$ cat config.mk
export PLATFORM = sky130hd
export DESIGN_NAME = substring_match_finder_top
export DESIGN_NICKNAME = d
export VERILOG_FILES = /design/src/hdl/smf_pkg.sv /design/src/hdl/smf_cell.sv /design/src/hdl/smf_cfg.sv /design/src/hdl/substring_match_finder_top.sv
export SDC_FILE = /design/constraint.sdc
export NUM_CORES = 2
export LEC_CHECK = 0
export BUFFER_PORTS_ARGS = -buffer_cell sky130_fd_sc_hd__buf_4
export CELL_PAD_IN_SITES_DETAIL_PLACEMENT = 0
export CELL_PAD_IN_SITES_GLOBAL_PLACEMENT = 1
export CORE_MARGIN = 3
export CORE_UTILIZATION = 36
export CTS_BUF_LIST = sky130_fd_sc_hd__clkbuf_2 sky130_fd_sc_hd__clkbuf_4 sky130_fd_sc_hd__clkbuf_8
export DETAILED_ROUTE_END_ITERATION = 16
export PLACE_DENSITY = 0.62
export SLEW_MARGIN = 20
export SYNTH_ARGS = -nofsm -noshare
export SYNTH_HDL_FRONTEND = slang
export SYNTH_SLANG_ARGS = --single-unit
$ cat constraint.sdc
create_clock -name clk -period 4.35 [get_ports clk]
set_input_delay 0.435 -clock clk [delete_from_list [all_inputs] [get_ports clk]]
set_output_delay 0.435 -clock clk [all_outputs]
set_load 0.05 [all_outputs]
$ cat src/hdl/smf_pkg.sv
// Shared types and constants for the substring match finder.
// Depends on nothing; every other file in hdl/ imports it.
`default_nettype none

package smf_pkg;

    // Pattern storage: four 64-bit words, eight bytes each
    localparam int unsigned PATTERN_WORDS = 4;
    localparam int unsigned PATTERN_BYTES = PATTERN_WORDS * 8;
    localparam int unsigned LEN_W         = 6;
    localparam int unsigned FIELD_W       = 16;

    // Configuration port geometry
    localparam int unsigned CFG_ADDR_W = 6;
    localparam int unsigned CFG_DATA_W = 64;
    localparam int unsigned REG_IDX_W  = 3;

    // Register indexes (byte address = 8 * index)
    localparam logic [REG_IDX_W-1:0] REG_PATTERN_LENGTH = 3'd0;
    localparam logic [REG_IDX_W-1:0] REG_PATTERN_WORD_0 = 3'd1;
    localparam logic [REG_IDX_W-1:0] REG_PATTERN_WORD_1 = 3'd2;
    localparam logic [REG_IDX_W-1:0] REG_PATTERN_WORD_2 = 3'd3;
    localparam logic [REG_IDX_W-1:0] REG_PATTERN_WORD_3 = 3'd4;

    // Input beat
    typedef struct packed {
        logic [7:0] text_byte;
        logic       text_last;
    } text_beat_t;

    // Output beat
    typedef struct packed {
        logic               match_found;
        logic [FIELD_W-1:0] match_start;
        logic [FIELD_W-1:0] match_total;
        logic               text_done;
    } match_beat_t;

    // Pattern view handed from the register block to the cell row.
    // aligned[j] is the pattern byte that window position j (newest = 0)
    // must equal; active[j] marks positions inside the pattern length.
    typedef struct packed {
        logic [LEN_W-1:0]                  len;
        logic [PATTERN_BYTES-1:0][7:0]     aligned;
        logic [PATTERN_BYTES-1:0]          active;
    } cfg_view_t;

endpackage

`default_nettype wire

$ cat src/hdl/smf_cell.sv
// One window cell: holds one text byte, passes it on each beat, and
// compares the byte it is about to take against its pattern byte. Uses smf_pkg.
`default_nettype none

module smf_cell (
    input  wire logic       clk,
    input  wire logic       rst_n,
    input  wire logic       shift,
    input  wire logic [7:0] byte_in,
    input  wire logic [7:0] pat,
    input  wire logic       act,
    output logic      [7:0] byte_out,
    output logic            eq
);
    import smf_pkg::*;

    logic [7:0] byte_reg;

    // Window byte, moves one cell older per accepted beat
    always_ff @(posedge clk or negedge rst_n)
    begin
        if (!rst_n)
        begin
            byte_reg <= 8'h00;
        end
        else if (shift)
        begin
            byte_reg <= byte_in;
        end
    end

    assign byte_out = byte_reg;

    // Compare on the shifted view; positions past the pattern always agree
    assign eq = !act || (byte_in == pat);

endmodule

`default_nettype wire

$ cat src/hdl/smf_cfg.sv
// Configuration registers behind the APB-style port, plus the pattern
// view aligned to window positions. Uses smf_pkg.
`default_nettype none

module smf_cfg (
    input  wire logic                            clk,
    input  wire logic                            rst_n,
    input  wire logic                            psel,
    input  wire logic                            penable,
    input  wire logic                            pwrite,
    input  wire logic [smf_pkg::CFG_ADDR_W-1:0]  paddr,
    input  wire logic [smf_pkg::CFG_DATA_W-1:0]  pwdata,
    output logic      [smf_pkg::CFG_DATA_W-1:0]  prdata,
    output logic                                 pready,
    output smf_pkg::cfg_view_t                   view
);
    import smf_pkg::*;

    logic [LEN_W-1:0]                       len_reg, len_next;
    logic [PATTERN_WORDS-1:0][63:0]         word_reg, word_next;
    logic [PATTERN_BYTES-1:0][7:0]          aligned_reg, aligned_next;
    logic [PATTERN_BYTES-1:0]               active_reg, active_next;
    logic                                   wr;
    logic [REG_IDX_W-1:0]                   idx;
    logic [PATTERN_BYTES*8-1:0]             pat_vec;
    logic [PATTERN_BYTES*8-1:0]             rev_vec;
    logic [LEN_W-1:0]                       sh;

    assign pready = 1'b1;
    assign wr     = psel && penable && pwrite;
    assign idx    = paddr[CFG_ADDR_W-1:3];

    // Register write decode
    always_comb
    begin
        len_next  = len_reg;
        word_next = word_reg;
        if (wr)
        begin
            case (idx)
                REG_PATTERN_LENGTH: len_next     = pwdata[LEN_W-1:0];
                REG_PATTERN_WORD_0: word_next[0] = pwdata;
                REG_PATTERN_WORD_1: word_next[1] = pwdata;
                REG_PATTERN_WORD_2: word_next[2] = pwdata;
                REG_PATTERN_WORD_3: word_next[3] = pwdata;
                default:            len_next     = len_reg;
            endcase
        end
    end

    // Align the pattern to window positions: position j needs byte len-1-j.
    // Reverse the byte order, then shift right by 32-len bytes.
    always_comb
    begin
        pat_vec = word_next;
        for (int i = 0; i < PATTERN_BYTES; i++)
        begin
            rev_vec[8*i +: 8] = pat_vec[8*(PATTERN_BYTES-1-i) +: 8];
        end
        sh           = LEN_W'(PATTERN_BYTES) - len_next;
        aligned_next = rev_vec >> {sh, 3'b000};
        for (int j = 0; j < PATTERN_BYTES; j++)
        begin
            active_next[j] = (LEN_W'(j) < len_next);
        end
    end

    // Registers track the next config so the view is never stale
    always_ff @(posedge clk or negedge rst_n)
    begin
        if (!rst_n)
        begin
            len_reg     <= LEN_W'(1);
            word_reg    <= '0;
            aligned_reg <= '0;
            active_reg  <= PATTERN_BYTES'(1);
        end
        else
        begin
            len_reg     <= len_next;
            word_reg    <= word_next;
            aligned_reg <= aligned_next;
            active_reg  <= active_next;
        end
    end

    // Read back
    always_comb
    begin
        case (idx)
            REG_PATTERN_LENGTH: prdata = CFG_DATA_W'(len_reg);
            REG_PATTERN_WORD_0: prdata = word_reg[0];
            REG_PATTERN_WORD_1: prdata = word_reg[1];
            REG_PATTERN_WORD_2: prdata = word_reg[2];
            REG_PATTERN_WORD_3: prdata = word_reg[3];
            default:            prdata = '0;
        endcase
    end

    assign view.len     = len_reg;
    assign view.aligned = aligned_reg;
    assign view.active  = active_reg;

endmodule

`default_nettype wire

$ cat src/hdl/substring_match_finder_top.sv
// Top level of the streaming substring match finder.
// Depends on smf_pkg, smf_cfg and smf_cell.
`default_nettype none

// Takes one text byte per cycle while text_stall is low and returns one result
// beat per text byte, in the cycle after the byte is accepted. The window is a
// row of MAX_PATTERN cells that shift the text along; every cell compares its
// incoming byte with its aligned pattern byte in parallel, so sustained
// throughput is one byte per clock while the output is not stalled. The result
// sits in an output register; text_stall rises only when that register is full
// and the downstream side stalls. Pattern registers are 64 bits wide at byte
// address 8 * index; pattern_length 0 or above min(MAX_PATTERN, 32) never
// matches. Counters saturate at 2^COUNT_WIDTH - 1, reported position and count
// clip at 2^min(COUNT_WIDTH, 16) - 1; counters restart after the text_last beat.
module substring_match_finder_top #(
    parameter int unsigned MAX_PATTERN = 32,
    parameter int unsigned COUNT_WIDTH = 16
) (
    input  wire logic                            clk,
    input  wire logic                            rst_n,
    input  wire logic                            psel,
    input  wire logic                            penable,
    input  wire logic                            pwrite,
    input  wire logic [smf_pkg::CFG_ADDR_W-1:0]  paddr,
    input  wire logic [smf_pkg::CFG_DATA_W-1:0]  pwdata,
    output logic      [smf_pkg::CFG_DATA_W-1:0]  prdata,
    output logic                                 pready,
    input  wire logic                            text_valid,
    output logic                                 text_stall,
    input  wire smf_pkg::text_beat_t             text_beat,
    output logic                                 match_valid,
    input  wire logic                            match_stall,
    output smf_pkg::match_beat_t                 match_beat
);
    import smf_pkg::*;

    localparam int unsigned MAX_LEN  = (MAX_PATTERN < PATTERN_BYTES) ? MAX_PATTERN
                                                                     : PATTERN_BYTES;
    localparam int unsigned CLIP_INT = (COUNT_WIDTH > FIELD_W) ? ((1 << FIELD_W) - 1)
                                                               : ((1 << COUNT_WIDTH) - 1);
    localparam logic [COUNT_WIDTH-1:0] COUNT_MAX = {COUNT_WIDTH{1'b1}};
    localparam logic [COUNT_WIDTH-1:0] CLIP_MAX  = COUNT_WIDTH'(CLIP_INT);

    cfg_view_t              view;
    logic                   accept;
    logic [7:0]             link [MAX_PATTERN];
    logic [MAX_PATTERN-1:0] eq;
    logic                   len_ok;
    logic [COUNT_WIDTH-1:0] len_ext;
    logic [COUNT_WIDTH-1:0] bytes_reg, bytes_next, bytes_inc;
    logic [COUNT_WIDTH-1:0] matches_reg, matches_next, matches_inc;
    logic [COUNT_WIDTH-1:0] start;
    logic                   hit;
    logic                   valid_reg;
    match_beat_t            beat_reg, beat_next;

    // Configuration registers
    smf_cfg u_cfg (
        .clk     (clk),
        .rst_n   (rst_n),
        .psel    (psel),
        .penable (penable),
        .pwrite  (pwrite),
        .paddr   (paddr),
        .pwdata  (pwdata),
        .prdata  (prdata),
        .pready  (pready),
        .view    (view)
    );

    // Handshake: output register frees when empty or drained
    assign text_stall = valid_reg && match_stall;
    assign accept     = text_valid && !text_stall;

    // Row of window cells, newest byte enters cell 0
    assign link[0] = text_beat.text_byte;

    for (genvar j = 0; j < MAX_PATTERN; j++)
    begin : g_cell
        logic [7:0] pat_j;
        logic       act_j;

        if (j < PATTERN_BYTES)
        begin : g_pat
            assign pat_j = view.aligned[j];
            assign act_j = view.active[j];
        end
        else
        begin : g_nopat
            assign pat_j = 8'h00;
            assign act_j = 1'b0;
        end

        if (j + 1 < MAX_PATTERN)
        begin : g_mid
            smf_cell u_cell (
                .clk      (clk),
                .rst_n    (rst_n),
                .shift    (accept),
                .byte_in  (link[j]),
                .pat      (pat_j),
                .act      (act_j),
                .byte_out (link[j+1]),
                .eq       (eq[j])
            );
        end
        else
        begin : g_end
            smf_cell u_cell (
                .clk      (clk),
                .rst_n    (rst_n),
                .shift    (accept),
                .byte_in  (link[j]),
                .pat      (pat_j),
                .act      (act_j),
                .byte_out (),
                .eq       (eq[j])
            );
        end
    end

    // Match decision and counters
    always_comb
    begin
        len_ok      = (view.len != '0) && (view.len <= LEN_W'(MAX_LEN));
        len_ext     = COUNT_WIDTH'(view.len);
        bytes_inc   = (bytes_reg == COUNT_MAX) ? COUNT_MAX : bytes_reg + 1'b1;
        hit         = len_ok && (bytes_inc >= len_ext) && (&eq);
        matches_inc = (matches_reg == COUNT_MAX) ? COUNT_MAX : matches_reg + 1'b1;
        matches_inc = hit ? matches_inc : matches_reg;
        start       = hit ? (bytes_inc - len_ext + 1'b1) : '0;

        beat_next.match_found = hit;
        beat_next.match_start = (start > CLIP_MAX) ? FIELD_W'(CLIP_INT)
                                                   : FIELD_W'(start);
        beat_next.match_total = (matches_inc > CLIP_MAX) ? FIELD_W'(CLIP_INT)
                                                         : FIELD_W'(matches_inc);
        beat_next.text_done   = text_beat.text_last;

        if (text_beat.text_last)
        begin
            bytes_next   = '0;
            matches_next = '0;
        end
        else
        begin
            bytes_next   = bytes_inc;
            matches_next = matches_inc;
        end
    end

    // Counter state
    always_ff @(posedge clk or negedge rst_n)
    begin
        if (!rst_n)
        begin
            bytes_reg   <= '0;
            matches_reg <= '0;
        end
        else if (accept)
        begin
            bytes_reg   <= bytes_next;
            matches_reg <= matches_next;
        end
    end

    // Output register
    always_ff @(posedge clk or negedge rst_n)
    begin
        if (!rst_n)
        begin
            valid_reg <= 1'b0;
        end
        else if (accept)
        begin
            valid_reg <= 1'b1;
        end
        else if (!match_stall)
        begin
            valid_reg <= 1'b0;
        end
    end

    always_ff @(posedge clk)
    begin
        if (accept)
        begin
            beat_reg <= beat_next;
        end
    end

    assign match_valid = valid_reg;
    assign match_beat  = beat_reg;

endmodule

`default_nettype wire
---- Yosys cells after proc, flatten, opt, wreduce, memory -nomap -nowiden ----
Index checks and enable logic that the tools add are counted.
word-level totals
  memory bits (writable) .................. 0
  memory bits (read-only) ................. 0
  bits in registers ....................... 865
  logic and storage cells ................. 248
  bits in latches ......................... 0
  input bits .............................. 86
  memories kept ........................... 0
  output and inout port bits .............. 101
operators by class
  reductions and logical operators ........ 75
  shift-type cells ........................ 1
  multiplexer cells ....................... 16
  multiply operators ...................... 0
  equal/unequal tests ..................... 39
  divide/modulo/power cells ............... 0
  magnitude comparators ................... 36
  $add $sub $neg .......................... 5
  bitwise gates (word level) .............. 0
operators by type and width
  cell                   count
  $pmux 64 s5            1
  $eq 8x8->1             32
  $mux 256               1
  $mux 64                4
  $shr 256x9->256        1
  $lt 5x6->1 const A     16
  $mux 16                6
  $add 16x1->16 const B  3
  $lt 4x6->1 const A     8
  $logic_not 1->1        33
  $eq 16x16->1 const B   2
  $gt 16x16->1 const B   2
  $logic_or 1x1->1       32
  $reduce_and 32->1      1
  $lt 3x6->1 const A     4
  $ge 16x6->1            1
  $sub 16x6->16          1
  $lt 1x6->1 const A     2
  $lt 2x6->1 const A     2
  $mux 6                 2
  $logic_and 1x1->1      7
  $eq 3x2->1 const B     2
  $le 6x6->1 const B     1
  $reduce_bool 6->1      1
  other kinds (6)        7

---- Depth between registers and ports, before layout ----
  depth after elaboration ................. 7
  gate-level depth with buffers ........... 19

---- Hierarchy ----
Synthesis repeated with hierarchy kept, for this count alone.
second synthesis, totals
  cells, all modules ...................... 4517
  area, all modules ....................... 49731.4 um^2
by module, submodules not included
  module                      cells an instance  seq. area each (um^2)  area each (um^2)  times used
  smf_cfg                     3148               13740.7                31874.3           1
  smf_cell                    28                 200.2                  419.2             32
  substring_match_finder_top  473                1846.8                 4444.3            1

---- Least setup slack after synthesis ----
OpenSTA, ideal clock, no wires.
  path kind ............................... input to register
  from .................................... input port paddr[4] in the netlist's numbering
  to ...................................... register u_cfg.aligned_reg, in the netlist u_cfg.view[80]
  buffers on the path ..................... 9
  library setup time ...................... 89 ps
  data arrival time ....................... 4399 ps
  path slack .............................. -138 ps
  data required time ...................... 4261 ps
  cell stages on the path ................. 16
  cell sequence ........................... buf_2 > or3_4 > nor2_8 > a21o_1 > buf_2 > buf_2 > buf_2 > clkbuf_1 > ha_1 > clkbuf_1 > inv_2 > clkbuf_1 > buf_1 > buf_1 > nand3_1 > o211ai_1
RTL lines
  what                  line                              RTL
  start, declared       substring_match_finder_top.sv:24  input wire logic [smf_pkg::CFG_ADDR_W-1:0] paddr,
  end signal, assigned  smf_cfg.sv:82                     aligned_reg <= aligned_next;
  end, declared         smf_cfg.sv:21                     logic [PATTERN_BYTES-1:0][7:0] aligned_reg, aligned_next;

---- Worst setup path in the final report ----
  from .................................... register bytes_reg[1]
  to ...................................... register beat_reg, in the netlist match_beat[29] (data pin)
between the ends
  word-level cells in the longest chain between the ends .. 7
ends and longest elaborated chain
  what                                                                   line                               RTL
  start, declared                                                        substring_match_finder_top.sv:50   logic [COUNT_WIDTH-1:0] bytes_reg, bytes_next, bytes_inc;
  start signal, assigned                                                 substring_match_finder_top.sv:162  bytes_reg <= bytes_next;
  $add 16x1->16 / $eq 16x16->1 (equally long branches)                   substring_match_finder_top.sv:127  bytes_inc = (bytes_reg == COUNT_MAX) ? COUNT_MAX : bytes_reg + 1'b1;
  $mux 16 (*)                                                            substring_match_finder_top.sv:127
  parallel branches: the longest is 3 deep, another holds $sub 16x6->16  -
  $mux 16 (*)                                                            substring_match_finder_top.sv:131  start = hit ? (bytes_inc - len_ext + 1'b1) : '0;
  net start[12]                                                          substring_match_finder_top.sv:52   logic [COUNT_WIDTH-1:0] start;
  $gt 16x16->1                                                           substring_match_finder_top.sv:134  beat_next.match_start = (start > CLIP_MAX) ? FIELD_W'(CLIP_INT)
  end signal, assigned                                                   substring_match_finder_top.sv:188  beat_reg <= beat_next;
  end, declared                                                          substring_match_finder_top.sv:55   match_beat_t beat_reg, beat_next;
Mark *: on every way through the listed nets, which the timed path passes.
A chain may end at the register's enable or synchronous reset.

==> metrics.md <==
| Metric | Value |
|---|---|
| Status | finished, final reports clean |
| Post-synth top flop | dfrtp_1 |
| Seq/Total Area, Yosys | 46.3% |
| Max Freq | 250 MHz |
| Met2 WL post-DR | 80,200 um |
| Hold Crit Class | in -> async |
| Clock power share | 23.8% |
| Met3 routed WL | 13,800 um |
| VDD IR-drop max | 348 uV |
| Slew HR | 23.8% |
| Die X | 368 um |
| Final Setup Violations | 0 |
| CP max-delay cell | fa_1 |
| H-tree depth | 4 |
| Routed vias/inst | 5.41 |
| Synth area leader | dfrtp_1 |
| Syn Area/Cell | 9.68 sq um |
| Die span in y | 368 um |
| Largest net degree at the start of global routing | 180 |
| Syn Inst Count | 4,861 |
| Routability cong. | 0.947 |
| Initial DRC count | 4,476 |
| Initial antenna violation count | 2 |
| Worst setup margin | 0.349 ns |
| Number of global-route vias before repair | 37,800 |
| CP Cell Sequence | ha_1 > and3_1 > nand2_1 > or3_4 > buf_4 > o21ai_0 > ha_1 > inv_1 > fa_1 > nor2b_2 > a22o_1 > a31o_2 > o21ai_1 > o21ai_1 > or3_1 > and3_1 |
| GRT Residual Overflow | 0 |
| Clk slew on worst S/H paths | 0.06 ns |
| Startpoint types | register |
| Synthesized flop and latch total | 864 |
| Initial cell density of the core | 36.3% |
| Reg2reg start | bytes_reg[1] |
| Critical path fanouts, max | 14 |
| Synth unique cells | 74 |
| Async S/R FF share, synth | 96.1% |
| Dpl ws | 0.0968 ns |
| DRC | 0 |
| Int Pwr | 19.4 mW |
| CP peak stage delay | 0.62 ns |
| Slew Viols, Final | 0 |
| Share of cells above drive strength 1 | 14.2% |
| Clk root buf | clkbuf_8 |
| Tmin final | 4.00 ns |
| Combinational share of power | 45.1% |
| Antenna-violating nets left | 0 |
| Layout area overhead | 18.6% |
| Post-synth EDFFs | 34 |
| Post-Route WL | 190,000 um |
| Flop-to-flop setup slack | 0.35 ns |
| Post-synthesis mux area share | 19.7% |
| MaxCap Viol Count | 0 |
| Compound-Gate Fraction of Synth Area | 9.55% |
| Critical Path RT | 5.00 ns |
| Setup bufs post-CTS | 0 |
| Sw Share | 44.2% |
| Largest delay share family, worst path | simple AND/OR/NAND/NOR gates |
| Pleak | 27.8 nW |
| # port buffers | 182 |
| M1 WL | 88,200 um |
| First-pass GRT wire length | 274,000 um |
| XOR/XNOR Fraction of Synth Area | 5.19% |
| Endpoints failing hold | 0 |
| Post-Synth Adder-Cell Area | 0.925% |
| Crit share post-route | 92.0% |
| Top post-synthesis cells by area | dfrtp_1 (44%), mux2i_1 (19%), nand2_1 (8.7%) |
| Dpl hpwl | 142,000 um |
| Synth warn | 0 |
| Top-Level Pins | 187 |
| P per Cell Area | 623 mW/mm^2 |
| Least-Margin Pin Slew | 1.13 ns |
| Simple-gate area share of the yosys netlist | 13.2% |
| CTS buffer count | 159 |
| CTS tree | done |
| Post-Syn Nets | 4,980 |
| Routed len/inst | 26.9 um |
| Crit Reg-Reg Endpoint | match_beat[29] |
| Core ar. | 0.130 sq mm |
| Combinational family with the most area after synthesis | multiplexers |
| Worst EP arrival | 4.65 ns |
| Num Clock Sinks | 864 |
| Vias | 38,300 |
| Worst Skew | 0.0459 ns |
| Flop pwr share | 31.1% |
| Critical Path End Type | register |
| Switching power | 15.4 mW |
| Total negative setup slack | 0 ns |
| Clk_lat worst skew | 0.91 ns |
| Total track usage | 27.7% |
| Fin nets | 5,343 |
| Highest metal used | met5 |
| Area of the mapped netlist | 0.0471 sq mm |
| Area fraction of the dominant cell type after synthesis | 44.0% |
| Worst r2r path cells | 16 |
| Crit Path Class | reg -> reg |
| CP Buf/Inv Count | 2 |
| Row count | 132 |
| RSZ-0062 raised after global routing | no |
| Clock Path Buffers | 3 |
| Detailed Routing Iterations Pass 1 | 8 |
| Die area | 0.135 sq mm |
==> Yosys cell counts, drive strengths merged (34+ instances only) <==
cell and n:
inv 307, clkbuf 173, dfrtp 828, a21oi 102, nand4 72, a222oi 40
o21ai 150, nor3 39, nand3 34, nor2 163, xnor2 252, nand2 1094
buf 127, and2 43, edfxtp 34, a22oi 208, mux2i 901
==> layer usage <==
layer	vias to the layer above	track usage, %
met5	-	0.641
li1	17400	-
met1	19100	40.7
met4	2	11.4
met3	265	5.40
met2	1519	39.4
==> power groups by stage <==
| stage | sequential, mW | combinational, mW | clock (mW) |
|---|---|---|---|
| 6_report | 10.8 | 15.7 | 8.28 |
| 5_1_grt | 11.0 | 16.4 | 8.81 |
| 4_1_cts | 10.8 | 15.3 | 8.48 |
| 3_5_place_dp | 10.9 | 15.2 | 0 |
| 3_3_place_gp | 10.9 | 15.2 | 0 |
| 2_1_floorplan | 10.6 | 8.65 | 0 |
==> cell type report <==
type / instances / area, sq um
tap: 1742 / 2180
multi-input combinational: 3388 / 23000
clock buffer: 249 / 3010
clock inverter: 30 / 309
timing repair buffer: 502 / 4370
sequential: 864 / 21800
fill: 12700 / 73800
inverter: 309 / 1180
antenna: 2 / 5.00
==> repair_timing <==
action / in CTS / in global routing
hold buffers: 76 / 0
endpoints found under the hold margin: 367 / 0
resized for setup: 0 / 8
setup endpoints to repair: 0 / 4
==> through the flow <==
| step | cells | hold WS, ns | instance area [sq um] | power (mW) | util, % |
|---|---|---|---|---|---|
| after global placement | 6729 | 0.487 | 51700 | 26.1 | 39.9 |
| after detailed placement | 6729 | 0.485 | 51700 | 26.1 | 39.9 |
| final | 7086 | 0.0766 | 55800 | 34.8 | 43.1 |
| after CTS | 7084 | 0.0365 | 55800 | 34.6 | 43.0 |
| after floorplan | 4861 | 0.139 | 47100 | 19.2 | - |
| after global routing | 7085 | 0.0736 | 55800 | 36.1 | 43.1 |
==> layout by cell type, fill, tap and decap left out, drive strengths merged, types with 27 or more instances in the layout <==
cell	instances
a22oi	208
and2	43
edfxtp	34
a32oi	29
o22ai	27
dfrtp	828
ha	30
nor3	39
xor2	27
a21oi	102
buf	426
inv	313
nand2	1094
o21ai	150
mux2i	901
nand3	34
nor2	163
a222oi	40
clkbuf	249
nand4	72
dlygate4sd3	76
xnor2	252
==> kinds of logic (layout without fill, tap and decap cells) <==
logic type / Yosys count / in the layout
simple gates: 1497 / 1497
mux: 917 / 917
flops: 864 / 864
compound gates: 661 / 661
buf+inv: 609 / 1090
xor+xnor: 279 / 279
fa+ha+maj: 33 / 33
other cells: 1 / 3
==> worst max path at each step <==
| stage | start | depth (start not counted) | endpoint | slack, ns |
|---|---|---|---|---|
| 6_report | bytes_reg[1] | 16 | match_beat[29] | 0.35 |
| 5_1_grt | bytes_reg[6] | 18 | match_beat[32] | 0.01 |
| 4_1_cts | bytes_reg[6] | 17 | match_beat[32] | 0.09 |
| 3_5_place_dp | bytes_reg[6] | 17 | match_beat[32] | 0.1 |
| 3_3_place_gp | bytes_reg[6] | 17 | match_beat[32] | 0.1 |
| 2_1_floorplan | paddr[4] | 17 | u_cfg.view[35] | 0.004 |
Note: power is estimated with default switching activity, not from simulation.
